==> src/sv/dttc_pkg.sv <==
// ----------------------------------------------------------------------------
// dttc_pkg
// Shared types and constants for the decimal text to cents parser.
// ----------------------------------------------------------------------------
package dttc_pkg;

  localparam int unsigned WHOLE_W = 48;
  localparam int unsigned FRAC_W  = 7;

  // largest integer magnitude that still parses: 10^14
  localparam logic [WHOLE_W-1:0] WHOLE_LIMIT = 48'd100000000000000;

  localparam logic [7:0] CHAR_SPACE = 8'd32;
  localparam logic [7:0] CHAR_TAB   = 8'd9;
  localparam logic [7:0] CHAR_CR    = 8'd13;
  localparam logic [7:0] CHAR_MINUS = 8'd45;
  localparam logic [7:0] CHAR_POINT = 8'd46;
  localparam logic [7:0] CHAR_ZERO  = 8'd48;
  localparam logic [7:0] CHAR_NINE  = 8'd57;

  typedef enum logic [2:0] {
    CLS_SPACE = 3'd0,
    CLS_MINUS = 3'd1,
    CLS_POINT = 3'd2,
    CLS_DIGIT = 3'd3,
    CLS_BAD   = 3'd4
  } char_cls_t;

  // one classified character as it sits in the queue
  typedef struct packed {
    char_cls_t   cls;
    logic [3:0]  digit;
    logic        last;
  } char_tok_t;

endpackage

==> src/sv/decimal_text_to_cents.sv <==
// ----------------------------------------------------------------------------
// decimal_text_to_cents
// Parses a decimal amount text, one character per beat, into signed units
// and hundredths.
// ----------------------------------------------------------------------------
// Input channel: one character per beat (in_char_code), in_last_char set on
// the final character of a string. One result beat comes out per string,
// carried by the beat with in_last_char set; other beats produce nothing.
// Throughput: one character per cycle unless the queue fills while a last
// character waits on a stalled result; the parse step (multiply-by-ten add
// and limit compare on the 48-bit accumulator) is combinational logic.
// The result of a last character passes through the token queue, then loads
// the result register once that register is free.
// A classifier feeds a two-entry queue; the parse engine drains it and loads
// a single result register. Characters keep flowing while a result waits;
// only a following last character waits for the result register to free up.
// in_stall rises when the queue is full. While out_stall is high the result
// holds steady. Synchronous reset empties the queue, drops any pending result
// and puts the parser back at the start of a string.
// ----------------------------------------------------------------------------
module decimal_text_to_cents
  import dttc_pkg::*;
#(
  parameter int unsigned MAX_CHARS  = 15,
  parameter int unsigned MAX_SPACES = 10
) (
  input  logic               clk,
  input  logic               rst_n,
  input  logic               in_valid,
  output logic               in_stall,
  input  logic [7:0]         in_char_code,
  input  logic               in_last_char,
  output logic               out_valid,
  input  logic               out_stall,
  output logic               out_valid_res,
  output logic signed [47:0] out_integer_part,
  output logic signed [7:0]  out_hundredths,
  output logic               out_was_rounded
);

  char_tok_t          in_tok;
  char_tok_t          head_tok;
  logic               q_full;
  logic               q_push;
  logic               q_pop;
  logic               q_head_valid;
  logic [WHOLE_W-1:0] res_mag;
  logic [FRAC_W-1:0]  res_frac;
  logic               res_neg;

  assign q_push   = in_valid && !q_full;
  assign in_stall = q_full;

  dttc_front u_front (
    .char_code (in_char_code),
    .last_char (in_last_char),
    .tok       (in_tok)
  );

  dttc_queue u_queue (
    .clk        (clk),
    .rst_n      (rst_n),
    .push       (q_push),
    .push_tok   (in_tok),
    .full       (q_full),
    .pop        (q_pop),
    .head_valid (q_head_valid),
    .head_tok   (head_tok)
  );

  dttc_back #(
    .MAX_CHARS  (MAX_CHARS),
    .MAX_SPACES (MAX_SPACES)
  ) u_back (
    .clk        (clk),
    .rst_n      (rst_n),
    .head_valid (q_head_valid),
    .head_tok   (head_tok),
    .pop        (q_pop),
    .res_stall  (out_stall),
    .res_valid  (out_valid),
    .res_ok     (out_valid_res),
    .res_mag    (res_mag),
    .res_frac   (res_frac),
    .res_neg    (res_neg),
    .res_rnd    (out_was_rounded)
  );

  // sign applied on the way out of the result register
  assign out_integer_part = res_neg ? -$signed(res_mag) : $signed(res_mag);
  assign out_hundredths   = res_neg ? -$signed({1'b0, res_frac}) : $signed({1'b0, res_frac});

endmodule

==> src/sv/dttc_front.sv <==
// ----------------------------------------------------------------------------
// dttc_front
// Classifies an incoming character into a token for the back end.
// ----------------------------------------------------------------------------
module dttc_front
  import dttc_pkg::*;
(
  input  logic [7:0] char_code,
  input  logic       last_char,
  output char_tok_t  tok
);

  always_comb begin
    tok.last  = last_char;
    // low nibble of an ASCII digit is its value
    tok.digit = char_code[3:0];
    priority if (char_code == CHAR_SPACE ||
                 (char_code >= CHAR_TAB && char_code <= CHAR_CR)) begin
      tok.cls = CLS_SPACE;
    end else if (char_code == CHAR_MINUS) begin
      tok.cls = CLS_MINUS;
    end else if (char_code == CHAR_POINT) begin
      tok.cls = CLS_POINT;
    end else if (char_code >= CHAR_ZERO && char_code <= CHAR_NINE) begin
      tok.cls = CLS_DIGIT;
    end else begin
      tok.cls = CLS_BAD;
    end
  end

endmodule

==> src/sv/dttc_queue.sv <==
// ----------------------------------------------------------------------------
// dttc_queue
// Two-entry token queue between front and back end.
// ----------------------------------------------------------------------------
module dttc_queue
  import dttc_pkg::*;
(
  input  logic      clk,
  input  logic      rst_n,
  input  logic      push,
  input  char_tok_t push_tok,
  output logic      full,
  input  logic      pop,
  output logic      head_valid,
  output char_tok_t head_tok
);

  char_tok_t   mem_r [2];
  logic        wr_ptr_r, wr_ptr_nxt;
  logic        rd_ptr_r, rd_ptr_nxt;
  logic [1:0]  count_r, count_nxt;

  assign full       = (count_r == 2'd2);
  assign head_valid = (count_r != 2'd0);
  assign head_tok   = mem_r[rd_ptr_r];

  always_comb begin
    wr_ptr_nxt = push ? ~wr_ptr_r : wr_ptr_r;
    rd_ptr_nxt = pop  ? ~rd_ptr_r : rd_ptr_r;
    count_nxt  = count_r + {1'b0, push} - {1'b0, pop};
  end

  always_ff @(posedge clk) begin
    if (!rst_n) begin
      wr_ptr_r <= 1'b0;
      rd_ptr_r <= 1'b0;
      count_r  <= 2'd0;
    end else begin
      wr_ptr_r <= wr_ptr_nxt;
      rd_ptr_r <= rd_ptr_nxt;
      count_r  <= count_nxt;
    end
  end

  always_ff @(posedge clk) begin
    if (push) begin
      mem_r[wr_ptr_r] <= push_tok;
    end
  end

endmodule

==> src/sv/dttc_back.sv <==
// ----------------------------------------------------------------------------
// dttc_back
// Parse state machine and accumulators; loads the result register on the
// flagged last character.
// ----------------------------------------------------------------------------
module dttc_back
  import dttc_pkg::*;
#(
  parameter int unsigned MAX_CHARS  = 15,
  parameter int unsigned MAX_SPACES = 10
) (
  input  logic               clk,
  input  logic               rst_n,
  input  logic               head_valid,
  input  char_tok_t          head_tok,
  output logic               pop,
  input  logic               res_stall,
  output logic               res_valid,
  output logic               res_ok,
  output logic [WHOLE_W-1:0] res_mag,
  output logic [FRAC_W-1:0]  res_frac,
  output logic               res_neg,
  output logic               res_rnd
);

  localparam int unsigned CCW = $clog2(MAX_CHARS + 1);
  localparam int unsigned SCW = $clog2(MAX_SPACES + 1);
  localparam int unsigned EXW = WHOLE_W + 4;

  typedef enum logic [2:0] {
    PH_SPACE = 3'b001,
    PH_BODY  = 3'b010,
    PH_DIGIT = 3'b100
  } phase_t;

  phase_t             phase_r, phase_nxt;
  logic [SCW-1:0]     sc_r, sc_nxt;
  logic [CCW-1:0]     cc_r, cc_nxt;
  logic               neg_r, neg_nxt;
  logic               pt_r, pt_nxt;
  logic [1:0]         fd_r, fd_nxt;
  logic [WHOLE_W-1:0] whole_r, whole_nxt;
  logic [FRAC_W-1:0]  frac_r, frac_nxt;
  logic               err_r, err_nxt;
  logic               rnd_r, rnd_nxt;

  logic               out_v_r, out_v_nxt;
  logic               out_ok_r;
  logic [WHOLE_W-1:0] out_mag_r;
  logic [FRAC_W-1:0]  out_frac_r;
  logic               out_neg_r;
  logic               out_rnd_r;

  logic               out_free;
  logic               load;
  logic               ok;
  logic [CCW-1:0]     cc_inc;
  logic [EXW-1:0]     whole_ext;
  logic [EXW-1:0]     whole_x10;

  // values after this beat's update, before the end-of-string clear
  logic [WHOLE_W-1:0] whole_upd;
  logic [FRAC_W-1:0]  frac_upd;
  logic               neg_upd;
  logic               rnd_upd;

  assign out_free = !out_v_r || !res_stall;
  assign pop      = head_valid && (!head_tok.last || out_free);
  assign load     = pop && head_tok.last;

  assign whole_ext = {4'd0, whole_r};
  assign whole_x10 = (whole_ext << 3) + (whole_ext << 1) + {{(EXW-4){1'b0}}, head_tok.digit};
  assign cc_inc    = (cc_r < CCW'(MAX_CHARS)) ? cc_r + CCW'(1) : cc_r;

  always_comb begin
    phase_nxt = phase_r;
    sc_nxt    = sc_r;
    cc_nxt    = cc_r;
    neg_nxt   = neg_r;
    pt_nxt    = pt_r;
    fd_nxt    = fd_r;
    whole_nxt = whole_r;
    frac_nxt  = frac_r;
    err_nxt   = err_r;
    rnd_nxt   = rnd_r;
    if (pop && !err_r) begin
      if (phase_r == PH_SPACE && head_tok.cls == CLS_SPACE) begin
        if (sc_r >= SCW'(MAX_SPACES)) begin
          err_nxt = 1'b1;
        end else begin
          sc_nxt = sc_r + SCW'(1);
        end
      end else begin
        cc_nxt = cc_inc;
        if (cc_inc >= CCW'(MAX_CHARS)) begin
          err_nxt = 1'b1;
        end else if (head_tok.cls == CLS_MINUS) begin
          if (phase_r != PH_SPACE) begin
            err_nxt = 1'b1;
          end else begin
            neg_nxt   = 1'b1;
            phase_nxt = PH_BODY;
          end
        end else begin
          if (phase_r == PH_SPACE) begin
            phase_nxt = PH_BODY;
          end
          unique case (head_tok.cls)
            CLS_POINT: begin
              if (pt_r) begin
                err_nxt = 1'b1;
              end else begin
                pt_nxt = 1'b1;
              end
            end
            CLS_DIGIT: begin
              phase_nxt = PH_DIGIT;
              if (!pt_r) begin
                if (whole_x10 > {4'd0, WHOLE_LIMIT}) begin
                  err_nxt = 1'b1;
                end else begin
                  whole_nxt = whole_x10[WHOLE_W-1:0];
                end
              end else begin
                unique case (fd_r)
                  2'd0: begin
                    frac_nxt = {head_tok.digit, 3'b000} + {2'b00, head_tok.digit, 1'b0};
                    fd_nxt   = 2'd1;
                  end
                  2'd1: begin
                    frac_nxt = frac_r + {3'b000, head_tok.digit};
                    fd_nxt   = 2'd2;
                  end
                  2'd2: begin
                    fd_nxt  = 2'd3;
                    rnd_nxt = 1'b1;
                    if (head_tok.digit >= 4'd5) begin
                      if (frac_r == 7'd99) begin
                        frac_nxt = '0;
                        // carry into the whole part
                        if (whole_r == WHOLE_LIMIT) begin
                          err_nxt = 1'b1;
                        end else begin
                          whole_nxt = whole_r + WHOLE_W'(1);
                        end
                      end else begin
                        frac_nxt = frac_r + 7'd1;
                      end
                    end
                  end
                  default: begin
                  end
                endcase
              end
            end
            default: begin
              err_nxt = 1'b1;
            end
          endcase
        end
      end
    end
    ok        = !err_nxt && (phase_nxt == PH_DIGIT);
    whole_upd = whole_nxt;
    frac_upd  = frac_nxt;
    neg_upd   = neg_nxt;
    rnd_upd   = rnd_nxt;
    if (load) begin
      phase_nxt = PH_SPACE;
      sc_nxt    = '0;
      cc_nxt    = '0;
      neg_nxt   = 1'b0;
      pt_nxt    = 1'b0;
      fd_nxt    = 2'd0;
      whole_nxt = '0;
      frac_nxt  = '0;
      err_nxt   = 1'b0;
      rnd_nxt   = 1'b0;
    end
    out_v_nxt = load ? 1'b1 : (out_v_r && res_stall);
  end

  always_ff @(posedge clk) begin
    if (!rst_n) begin
      phase_r <= PH_SPACE;
      sc_r    <= '0;
      cc_r    <= '0;
      neg_r   <= 1'b0;
      pt_r    <= 1'b0;
      fd_r    <= 2'd0;
      whole_r <= '0;
      frac_r  <= '0;
      err_r   <= 1'b0;
      rnd_r   <= 1'b0;
      out_v_r <= 1'b0;
    end else begin
      phase_r <= phase_nxt;
      sc_r    <= sc_nxt;
      cc_r    <= cc_nxt;
      neg_r   <= neg_nxt;
      pt_r    <= pt_nxt;
      fd_r    <= fd_nxt;
      whole_r <= whole_nxt;
      frac_r  <= frac_nxt;
      err_r   <= err_nxt;
      rnd_r   <= rnd_nxt;
      out_v_r <= out_v_nxt;
    end
  end

  // result payload, zeroed for a failed parse
  always_ff @(posedge clk) begin
    if (load) begin
      out_ok_r   <= ok;
      out_mag_r  <= ok ? whole_upd : '0;
      out_frac_r <= ok ? frac_upd : '0;
      out_neg_r  <= ok && neg_upd;
      out_rnd_r  <= ok && rnd_upd;
    end
  end

  assign res_valid = out_v_r;
  assign res_ok    = out_ok_r;
  assign res_mag   = out_mag_r;
  assign res_frac  = out_frac_r;
  assign res_neg   = out_neg_r;
  assign res_rnd   = out_rnd_r;

endmodule

==> config.mk <==
export PLATFORM = sky130hd
export DESIGN_NAME = decimal_text_to_cents
export DESIGN_NICKNAME = d
export VERILOG_FILES = /design/src/sv/dttc_pkg.sv /design/src/sv/decimal_text_to_cents.sv /design/src/sv/dttc_front.sv /design/src/sv/dttc_queue.sv /design/src/sv/dttc_back.sv
export SDC_FILE = /design/constraint.sdc
export NUM_CORES = 1
export LEC_CHECK = 0
export BUFFER_PORTS_ARGS = -buffer_cell sky130_fd_sc_hd__buf_2
export CAP_MARGIN = 10
export CORE_MARGIN = 2
export CORE_UTILIZATION = 40
export DETAILED_ROUTE_END_ITERATION = 8
export MAX_ROUTING_LAYER = met4
export PLACE_DENSITY = 0.58
export SYNTH_ARGS = -nofsm -noshare
export SYNTH_HDL_FRONTEND = slang
export SYNTH_SLANG_ARGS = --single-unit
==> constraint.sdc <==
create_clock -name clk -period 6.4 [get_ports clk]
set_clock_uncertainty 0.2 [all_clocks]
set_input_delay 0 -clock clk [delete_from_list [all_inputs] [get_ports clk]]
set_output_delay 0 -clock clk [all_outputs]
set_load 0.05 [all_outputs]
=== Word-level counts from Yosys, hierarchy flattened ===
Memory sizes are Yosys's and may differ from the RTL's. A register that Yosys moved wholly into a read port is not among the register bits.
Index checks and enable logic that the tools add are counted.

* Latch bits: 0
* Input bits: 13
* Memories kept: 1
* Memory bits (writable): 16
* Word-level logic and storage cells: 157
* ROM bits: 0
* Register bits: 135
* Output and inout port bits: 60

* Bitwise gates (word level): 7
* $mul: 0
* Order comparisons: 9
* Add/sub/neg operators: 12
* Mux-type cells: 66
* Equality and inequality tests: 14
* Shift operators: 0
* Divide/modulo/power cells: 0
* Reductions and logical operators: 29

{| class="wikitable"
|+ Memory list
! name !! words !! bits a word !! rd ports !! clocked after memory_dff !! wr ports !! RTL line !! text
|-
| u_queue.mem_r || 2 || 8 || 1 || 1 || 1 || dttc_queue.sv:18 || <nowiki>char_tok_t mem_r [2];</nowiki>
|}

{| class="wikitable"
|+ Operators with widths
! kind !! count
|-
| $mux 48 || 12
|-
| $mux 7 || 8
|-
| $add 51x49->52 || 1
|-
| $add 52x4->52 || 1
|-
| $gt 52x47->1 const B || 1
|-
| $add 48x1->48 const B || 1
|-
| $eq 48x47->1 const B || 1
|-
| $neg 48->48 || 1
|-
| $mux 3 || 11
|-
| $mux 1 || 30
|-
| $eq 8x6->1 const B || 3
|-
| $pmux 7 s3 || 1
|-
| $logic_and 1x1->1 || 11
|-
| $add 4x1->4 const B || 2
|-
| $ge 4x4->1 const B || 2
|-
| $ge 8x4->1 const B || 1
|-
| $ge 8x6->1 const B || 1
|-
| $le 8x4->1 const B || 1
|-
| $le 8x6->1 const B || 1
|-
| $mux 8 || 1
|-
| $neg 7->8 || 1
|-
| $add 7x1->7 const B || 1
|-
| $add 7x4->7 || 1
|-
| $add 7x5->7 || 1
|-
| other kinds (26) || 42
|}

=== Logic depth before layout (Yosys ltp) ===
* Word-level depth: 14
* Gate-level depth with buffers: 22
* Gate-level depth less buffers: 19

=== Cells and area by module ===
Synthesis repeated with hierarchy kept, for this count alone.

* Cells, all modules: 1736
* Area, all modules: 14052.2 µm²

{| class="wikitable"
|+ Modules (own cells, without submodules)
! module !! seq. area each (µm²) !! times used !! area an instance (µm²) !! cells an instance
|-
| dttc_back || 3203.1 || 1 || 11877.6 || 1500
|-
| decimal_text_to_cents || 0.0 || 1 || 1211.2 || 167
|-
| dttc_queue || 580.6 || 1 || 803.3 || 46
|-
| dttc_front || 0.0 || 1 || 160.2 || 23
|}

=== Worst setup path after synthesis ===
OpenSTA, ideal clock, no wires.

* Kind: register -> register
* From: register with a tool-made name
* To: register u_back.out_mag_r[37] (netlist: u_back.res_mag[37]), data pin
* Cell stages (with the launch flop): 20
* Arrival: 5.344 ns
* Slack: 0.590 ns
* Period minus slack after synthesis: 5.810 ns
* Buffers on the path: 3
* Setup time: 0.266 ns
* Data required time: 5.934 ns
* Path through: dfxtp_1 -> clkbuf_1 -> mux2_2 -> fa_1 -> inv_1 -> fa_1 -> nand2b_1 -> a21oi_1 -> o21ai_0 -> a21oi_1 -> nor3_1 -> or4b_1 -> nor4b_1 -> nand4_1 -> a211oi_1 -> o211ai_1 -> a21oi_1 -> buf_2 -> clkbuf_1 -> nor2_1

{| class="wikitable"
|+ RTL lines
! what !! RTL line !! text
|-
| end signal: assignment || dttc_back.sv:215 || <nowiki>out_mag_r <= ok ? whole_upd : '0;</nowiki>
|-
| end: declaration || dttc_back.sv:49 || <nowiki>logic [WHOLE_W-1:0] out_mag_r;</nowiki>
|}

==> impl_results.md <==
* Post CTS Setup Buffer Count at 0
* Worst-path cell chain: mux2_2 -> fa_1 -> ha_1 -> a21o_1 -> nand3_1 -> a2111oi_4 -> nor3_1 -> o311ai_0 -> buf_4 -> o211ai_1 -> or2_2 -> a2111oi_1 -> a211oi_1 -> buf_4 -> o211a_1 -> buf_12 -> a221oi_1 -> nor2_1
* Share of synthesized registers carrying an async set or reset at 0
* Slowest cell on the critical path: sky130_fd_sc_hd__a2111oi_4
* Required time at the endpoint of the critical path at 6.36 ns
* Area occupied by multi-input gates at around 9400 um2
* Number of warnings reported in the yosys synthesis log at 0
* Worst setup SP type: register
* Top achievable clock speed at about 170 MHz
* CTS max path bufs at 2
* Gate count of the mapped netlist at 1747
* First-iteration detailed-routing DRC count at about 1300
* Fin crit share at 0.919
* H-tree Lvls at 4
* Skew-Pair Late Insertion Delay at 0.43 ns
* Antenna violations before repair at 0
* Top cell by count, worst path: sky130_fd_sc_hd__buf_4
* Die Y at 189 um
* Fillers at 3335
* WL met1 at ~22000 um
* Vias per cell at slightly above 6
* Clock Sinks at roughly 150
* Max FO, Critical Path at 30
* Detail Route met3 WL at 3650 um
* Global-route wire length before repair at 69600 um
* Drt pass-1 iters at 5
* Measured slew at the worst slew-check pin at 0.932 ns
* Most common cell after layout, fill and taps aside: sky130_fd_sc_hd__a21oi_1
* Mux contribution to synthesized area at 0.0167
* Last weighted congestion value of the routability-driven placer at roughly 0.96
* Family with the most delay on the worst path: compound AO/OA/AOI/OAI gates
* Effective utilization at floorplan at 0.408
* Synthesized-area fraction occupied by adder cells at 0.112
* ANT cells at 0
* Syn nets at 1880
* Buf+Inv Stages, Crit Path at 3
* TNS Setup at 0 ns
* Number of library cell types mapped by synthesis at 79
* Total grt overflow at 0
* Arrival time reported for the critical path endpoint at 5.85 ns
* Pwr per Cell Area at 264 nW/um2
* Class of the tightest hold or removal check: in -> reg
* Leading register cell type out of synthesis: sky130_fd_sc_hd__dfxtp_1
* Outcome: finished clean
* Avg Synthesized Cell Area at 7.84 um2
* Number of nets in the final layout at 1949
* Clock buffer count from CTS at 17
* Hold Violations, Final at 0
* Setup repair after global routing missed its margin: no
* Leakage power figure at 5.86 nW
* Root buffer cell: sky130_fd_sc_hd__clkbuf_16
* Num ports at 73
* Footprint of the flip-flops and latches at 3780 um2
* Dpl cells at 2232
* Uppermost metal layer occupied by signal nets: met4
* Non-filler cells in the finished layout at 2277
* Combined global-route utilization of all metal layers at 0.252
* Antenna Violating Nets Remaining at 0
* Maximum vdd drop at around 0.26 mV
* Width of the die at 189 um
* Min Tclk post-route at 5.88 ns
* Clock transition at the registers of the reported paths at 0.07 ns
* Remaining routing DRC violations at 0
* WS Path Type: reg -> reg
* Xor/xnor cell area share of the yosys netlist at 0.0556
* Wirelength, routed at 44400 um
* CP max stage delay at 0.55 ns
* Share of the yosys chip area belonging to registers at 0.276
* Post-detail-place hpwl at around 34000 um
* Combinational family with the most area after synthesis: simple AND/OR/NAND/NOR gates
* Flop and latch count out of synthesis at 152
* Die footprint at 35800 um2
* Overall via count from detail_route at 13947
* Worst relative slew slack at 0.374
* Share of final-layout standard cells stronger than drive strength 1 at 0.105
* Placement Rows at 67
* Total core area at 33600 um2
* Commonest cells after routing, fill and taps aside: sky130_fd_sc_hd__a21oi_1 (172), sky130_fd_sc_hd__nand2_1 (164), sky130_fd_sc_hd__nor2_1 (163), sky130_fd_sc_hd__o21ai_0 (117), sky130_fd_sc_hd__ha_1 (116)
* Average wire length per cell after detail routing at around 20 um
* Number of setup violations in the final report at 0
* Critical Path Sink Type: register
* TritonCTS clock tree: yes
* Post-synth design cell area at 13700 um2
* Largest net degree at the start of global routing at 70
* Total length of routed met2 wires at around 18000 um
* Compound-Gate Fraction of Synth Area at 0.243
* Simple-gate share of the synthesized area at 0.258
* Final Max Tran Viols at 0
* Max Cap Violations at 0
* Number of global-route vias before repair at approximately 13000
* Number of synthesized flops with an enable pin at 74
* Area growth from synthesis to layout at 13.0%
* Count of buffers inserted at the top-level ports at 72
-- through the flow --
step	hold slack, ns	area (um2)	power (W)	setup WS [ns]	utilization
finish	0.0518	15500	0.00410	0.516	0.461
global route	0.0899	15500	0.00430	0.0411	0.461
CTS	0.00582	15500	0.00412	0.295	0.460
detailed placement	-0.00510	14700	0.00307	0.348	0.438
global placement	-0.0108	14700	0.00305	0.504	0.438
floorplan	-0.101	13700	0.00265	0.590	-
-- report_power, final --
part           total, W  switching, W  leakage [nW]  internal, W
combinational   0.00172       0.00125          4.24     0.000477
sequential      0.00134      0.000143          1.33      0.00120
clock           0.00103      0.000444         0.287     0.000585
-- cells by family (layout without fill, tap and decap cells) --
logic type | Yosys count | after routing
compound gates | 528 | 528
xor+xnor | 87 | 87
fa+ha+maj | 120 | 120
buf+inv | 138 | 220
flops | 152 | 152
mux | 22 | 22
simple gates | 700 | 700
-- tightest hold or removal path: cells and delay by family --
kind | cells | cell delay (ns)
compound gates | 3 | 0.27
simple gates | 2 | 0.20
buf+inv | 1 | 0.07
-- flip-flops by register name (all words and copies together) (netlist names), 2 cells and up, named ones only --
register,count
u_queue.mem_r,16
u_back.res_frac,7
u_back.phase_r,3
u_back.res_mag,48
u_back.frac_r,7
u_queue.count_r,2
u_back.cc_r,4
u_back.sc_r,4
u_back.whole_r,48
u_back.fd_r,2
-- cell usage after synthesis (all sizes together) (15+ instances only) --
cell type,n,area share
or3,31,0.016
a2111oi,15,0.010
clkbuf,80,0.022
edfxtp,74,0.16
ha,116,0.11
a211oi,20,0.011
a31oi,23,0.010
and2,22,0.010
nand4,49,0.022
nor2,163,0.045
o31ai,26,0.015
inv,49,0.013
nor4,35,0.016
nor3,72,0.026
xnor2,74,0.047
nand2b,15,0.0068
mux2i,15,0.011
dfxtp,78,0.11
nand3,60,0.022
o21ai,125,0.046
a21oi,173,0.063
o21a,20,0.011
nand2,166,0.045
and3,21,0.0096
a21o,24,0.013
-- final cells by class --
type | instances | area share
sequential | 152 | 0.244
clock inverter | 14 | 0.0107
inverter | 49 | 0.0119
multi-input combinational | 1457 | 0.610
tap | 448 | 0.0362
clock buffer | 18 | 0.0277
timing repair buffer | 139 | 0.0595
-- final timing paths --
path	start	depth (start not counted)	slack, ns	end
min	in_char_code[6]	6	0.05	u_queue.mem_r[0][7]
min reg2reg	u_back.rnd_r	2	0.29	u_back.rnd_r
max	register	18	0.52	u_back.res_mag[42]
max reg2reg	register	18	0.52	u_back.res_mag[42]
-- timing repair --
item	4_1_cts	5_1_grt
hold buffers	13	0
setup endpoints to repair	0	31
hold endpoints to repair	39	0
resized for setup	0	7
-- routing by layer --
layer	global-route usage	vias up
li1	-	6750
met1	0.377	6631
met2	0.360	534
met3	0.0350	32
met4	0.0499	0
met5	-	-
No activity file was read; power rests on OpenSTA's default activity.
